===== config.mk =====
export PLATFORM = sky130hd
export DESIGN_NAME = ech_front
export DESIGN_NICKNAME = d
export VERILOG_FILES = /design/src/sv/ech_pkg.sv /design/src/sv/ech_front.sv
export SDC_FILE = /design/constraint.sdc
export NUM_CORES = 1
export LEC_CHECK = 0
export ABC_AREA = 0
export BUFFER_PORTS_ARGS = -buffer_cell sky130_fd_sc_hd__buf_2
export CORE_MARGIN = 2
export CORE_UTILIZATION = 50
export CTS_BUF_LIST = sky130_fd_sc_hd__clkbuf_4 sky130_fd_sc_hd__clkbuf_8
export DETAILED_ROUTE_END_ITERATION = 7
export PLACE_DENSITY = 0.82
export SETUP_SLACK_MARGIN = 0.3
export SLEW_MARGIN = 10
export SYNTH_ARGS = -nofsm -noshare
export SYNTH_HDL_FRONTEND = slang
export SYNTH_SLANG_ARGS = --single-unit
export TNS_END_PERCENT = 1

===== constraint.sdc =====
create_clock -name clk -period 3.27 [get_ports clk]
set_input_delay 0.4905 -clock clk [delete_from_list [all_inputs] [get_ports clk]]
set_output_delay 0.4905 -clock clk [all_outputs]
set_load 0.05 [all_outputs]

===== src/sv/ech_pkg.sv =====
// Shared types and constants of the exclusive cache hierarchy.
package ech_pkg;

    localparam int ADDR_W = 12;
    localparam int WORD_W = 32;
    localparam int BLK_W  = ADDR_W - 2;
    localparam int CNT_W  = 32;
    localparam int LVL_W  = 2;

    // Level codes reported with each result.
    localparam logic [LVL_W-1:0] LVL_L1  = 2'd0;
    localparam logic [LVL_W-1:0] LVL_VB  = 2'd1;
    localparam logic [LVL_W-1:0] LVL_L2  = 2'd2;
    localparam logic [LVL_W-1:0] LVL_MEM = 2'd3;

    // One decoded request as it waits in the queue.
    typedef struct packed {
        logic              is_read;
        logic [BLK_W-1:0]  blk;
        logic [WORD_W-1:0] wdata;
    } ech_req_t;

    typedef enum logic [2:0] {
        ST_CLEAR,
        ST_IDLE,
        ST_LOOK,
        ST_L2RD,
        ST_L2WR,
        ST_DONE
    } ech_state_t;

endpackage


===== src/sv/ech_front.sv =====
// Front end: accepts requests, decodes the block number and queues them.
module ech_front (
    input  logic                          clk,
    input  logic                          rst_n,
    input  logic                          in_valid,
    output logic                          in_stall,
    input  logic                          is_read,
    input  logic [ech_pkg::ADDR_W-1:0]    address,
    input  logic [ech_pkg::WORD_W-1:0]    write_data,
    input  logic                          hold,
    output logic                          head_valid,
    output ech_pkg::ech_req_t             head,
    input  logic                          pop
);
    import ech_pkg::*;

    ech_req_t    q_reg [0:1];
    logic        wr_ptr_reg, wr_ptr_next;
    logic        rd_ptr_reg, rd_ptr_next;
    logic [1:0]  cnt_reg, cnt_next;
    logic        push;
    ech_req_t    req;

    // Classify the incoming request; the two low address bits are dropped.
    always_comb
    begin
        req.is_read = is_read;
        req.blk     = address[ADDR_W-1:2];
        req.wdata   = write_data;
    end

    assign in_stall   = (cnt_reg == 2'd2) || hold;
    assign push       = in_valid && !in_stall;
    assign head_valid = (cnt_reg != 2'd0);
    assign head       = q_reg[rd_ptr_reg];

    // Queue pointers and fill level.
    always_comb
    begin
        wr_ptr_next = push ? ~wr_ptr_reg : wr_ptr_reg;
        rd_ptr_next = pop ? ~rd_ptr_reg : rd_ptr_reg;
        cnt_next    = cnt_reg + {1'b0, push} - {1'b0, pop};
    end

    always_ff @(posedge clk or negedge rst_n)
    begin
        if (!rst_n)
        begin
            wr_ptr_reg <= 1'b0;
            rd_ptr_reg <= 1'b0;
            cnt_reg    <= 2'd0;
        end
        else
        begin
            wr_ptr_reg <= wr_ptr_next;
            rd_ptr_reg <= rd_ptr_next;
            cnt_reg    <= cnt_next;
        end
    end

    // Queue storage needs no reset.
    always_ff @(posedge clk)
    begin
        if (push)
        begin
            q_reg[wr_ptr_reg] <= req;
        end
    end

endmodule


# Word-level counts from Yosys, hierarchy flattened
# Memories as Yosys holds them, arrays and structs flattened.
# Index checks and enable logic that the tools add are counted.
totals:
  latch_bits: 0
  word_cells: 15
  ramBits: 86
  mem_count: 1
  romBits: 0
  ff_bits: 4
mem_list:
  columns: ["name", "words", "word_bits", "read_ports", "rd_ports_with_merged_regs", "wr", "line", "source"]
  rows:
  - ["q_reg", 2, 43, 1, 0, 1, "ech_front.sv:17", "ech_req_t q_reg [0:1];"]
classes:
  div: 0
  n_mul: 0
  n_mux: 2
  n_bitwise: 2
  n_lt_le_gt_ge: 0
  eq_ne: 1
  n_reduce_logical: 4
  addsub: 2
  shift: 0
op_table:
  columns: ["operator", "count"]
  rows:
  - ["2-bit by 1-bit adder with 2-bit output", 1]
  - ["2-bit equality test, second input constant", 1]
  - ["1-bit two-way mux", 2]
  - ["1-bit NOT", 2]
  - ["2-bit nonzero test", 1]
  - ["2-bit by 1-bit subtractor with 2-bit output", 1]
  - ["1-bit logical AND", 1]
  - ["1-bit zero test", 1]
  - ["1-bit logical OR", 1]

# Depth between registers and ports, before layout
depth:
  word_depth: 6
  mapped_depth: 7

# Worst setup path after synthesis
# No wires, ideal clock.
synth_timing:
  path_kind: "input-to-reg"
  start: "input port hold"
  end: "memory q_reg[0][0] in the netlist's numbering, enable pin"
  path_slack_ps: 279
  t_required_ps: 2826
  path_stages: 2
  t_arrival_ps: 2547
  cell_sequence: "nand3b_1 nor2_1"
synth_between:
  elab_chain_cells: 5
synth_lines:
  columns: ["item", "line", "source"]
  rows:
  - ["start, declared", "ech_front.sv:10", "input logic hold,"]
  - ["1-bit logical OR", "ech_front.sv:32", "assign in_stall = (cnt_reg == 2'd2) || hold;"]
  - ["1-bit zero test", "ech_front.sv:33", "assign push = in_valid && !in_stall;"]
  - ["1-bit logical AND", "ech_front.sv:33", null]
  - ["1-bit two-way mux", "ech_front.sv:64", "if (push)"]
  - ["1-bit two-way mux (not written as such)", "ech_front.sv:66", "q_reg[wr_ptr_reg] <= req;"]
  - ["end, declared", "ech_front.sv:17", null]
# Every way passes these cells.

==> reports/results.ini <==
[outcome]
status=finished clean

[global_routing]
grt_remaining_overflow=0
first_global_vias=1712
grt_pass1_wl_um=8211
use_met1=0.1764
antenna_found_initial=1
grt_max_degree=28
grt_most_used_layer=met2
track_usage=0.1455
grt_use_met2=0.2369
grt.met3_usage=0.05467

[clocking]
ctsLongestPathBuffers=2
insertion_delay_ns=0.34
ctsHtreeMaxLevel=3
cts_inserted_buffers=9
clk_pin_slew_ns=0.08
post_cts_buffers=0
cts_tree=yes
ctsResizeCount=0
cts.sinks=90
root_buffer=clkbuf_8

[synthesis]
avgSynthCellArea_um2=23.06
synth_common_cells=86 x edfxtp_1, 39 x mux2_4, 4 x buf_12, 4 x dfrtp_1, 4 x mux2_2
yosys-top-cells-area=edfxtp_1 74%, mux2_4 17%, dfrtp_1 2.9%, buf_12 2.3%, mux2_2 1.3%
synth_top_cell_area_share=0.7366
yosys.cell_types.count=14
synth.net_count=204
synth_edf_count=86
ys_seq_area_frac=0.7652
synthArstFlopShare=0.04444
syn_area_um2=3506
synth.most_common_cell=edfxtp_1
synth_top_area_cell=edfxtp_1
synth-warning-count=0
ys_ff_latch=90
synthFlopType=edfxtp_1
synthCells=152

[pwr]
p_int_mw=2.355
p_switching_mw=1.515
power_density_nw_per_um2=906.3
leakage_nw=1.701
power_frac_seq=0.400
p_comb_frac=0.416
sw_frac_of_total=0.3915
p_clk_frac=0.184
max-vdd-ir-drop_mv=0.6182

[die]
fp.dieH_um=87.74
io_pins=95
core_region_area_um2=6794
die_area_um2=7697
fp-row-count=30
dieWidth_um=87.74
initial_utilization=0.5160

[finish]
fill_cells=498
area_growth_pct=21.81
fin_nets=306
drive_above_1_share=0.5985
n_antenna_cell=0
largest_reg_flops=86

[timing]
fin_tns_setup_ns=0
slew_viol_final=0
holdWs_ns=0.3331
max_freq_mhz=401.9
hold_viol=0
min_period_ns=2.488
relSlewSlack=0.5766
setup_slack_ns=0.7818
fin_skew_ns=0.01024
setup_viol_count_final=0
post-route-period-util=0.7609
rsz0062_at_grt=no
worst_slew_pin_slew_ns=0.6336

[routing]
first_pass_iters=4
wl_per_cell_um=15.10
vias_per_cell=4.766
wl_um=5360
ant_nets=0
vias=1692
drc=0
dr.first_iter.drc_count=82

[worst_setup_path]
cp-end-kind=output port
worst-path-max-fanout=27
critPathLaunchType=flip-flop
required_ns=2.78
crit_arrival_ns=2.00
path_class=reg2out

[place]
dp_slack_ns=1.151
io_buffers=92
gp_congestion=0.7043
dp_hpwl_um=3669

[worst_hold_path]
hold_class=in2reg

[job]
cap_violations=0

==> layout make-up <==
class,instances,area (µm²),share of cell area
Clock buffer,10,131.4,0.03076
Clock inverter,6,57.56,0.01348
Inverter,2,7.507,0.001758
Multi-Input combinational cell,55,739.5,0.1732
Sequential cell,90,2684,0.6285
Tap cell,96,120.1,0.02813
Timing Repair Buffer,96,530.5,0.1242
==> layout by cell type (no fill, tap or decap), drive strengths merged <==
master	instances
clkinv	4
buf	95
ha	2
nor2	2
inv	2
dfrtp	4
clkbuf	10
clkinvlp	1
dlygate4sd3	1
nand2b	2
mux2	43
xor2	1
or2	1
edfxtp	86
xnor2	3
nand3b	1
bufinv	1
==> critical path: stages (launching register included) <==
cell	delay (ns)
dfrtp_2	0.76
buf_12	0.30
mux2_2	0.36
buf_2	0.21
==> kinds of logic (layout without fill, tap and decap cells) <==
kind of cell	Yosys count	in the layout	synth area share
xor+xnor	4	4	0.009995
fa+ha+maj	2	2	0.007137
buf+inv	7	114	0.02820
flops	90	90	0.7652
mux	43	43	0.1799
simple gates	6	6	0.009638
==> power groups by stage <==
stage / logic, mW / clock network [mW] / registers, mW
floorplan: 1.47 / 0 / 1.51
global route: 1.69 / 0.777 / 1.57
detailed placement: 1.62 / 0 / 1.58
finish: 1.61 / 0.712 / 1.55
global placement: 1.61 / 0 / 1.57
CTS: 1.63 / 0.733 / 1.55
==> timing repair <==
action                                  4_1_cts  5_1_grt
hold buffers                                  1        0
hold endpoints to repair                      4        0
endpoints found under the setup margin        0        0
==> final timing paths <==
kind                                         from                     end  slack [ns]  cells after the start
max in group asynchronous                   rst_n  rd_ptr_reg$_DFFE_PN0P_        2.67                      2
hold / removal                         address[6]  q_reg[0][36]$_DFFE_PP_        0.33                      1
hold reg to reg              cnt_reg[0]$_DFF_PN0_    cnt_reg[0]$_DFF_PN0_        0.53                      1
min in group asynchronous                   rst_n    cnt_reg[0]$_DFF_PN0_        0.47                      2
setup reg to reg             cnt_reg[1]$_DFF_PN0_  q_reg[1][21]$_DFFE_PP_        1.33                      4
setup / recovery           rd_ptr_reg$_DFFE_PN0P_                 head[0]        0.78                      3
==> stage by stage <==
stage	total power, mW	util	cell area (µm²)	instances
global placement	3.176	0.5993	4071	338
floorplan	2.980	-	3506	152
global route	4.036	0.6285	4270	355
finish	3.870	0.6285	4270	355
detailed placement	3.200	0.5993	4071	338
CTS	3.912	0.6285	4270	355
==> layer usage <==
metal / vias to the layer above / part of all wire
met4: 2 / 0.015
met2: 73 / 0.48
met1: 814 / 0.42
met3: 11 / 0.078
li1: 792 / -
met5: - / 0.0024
Power figures use the tool's default switching activity.
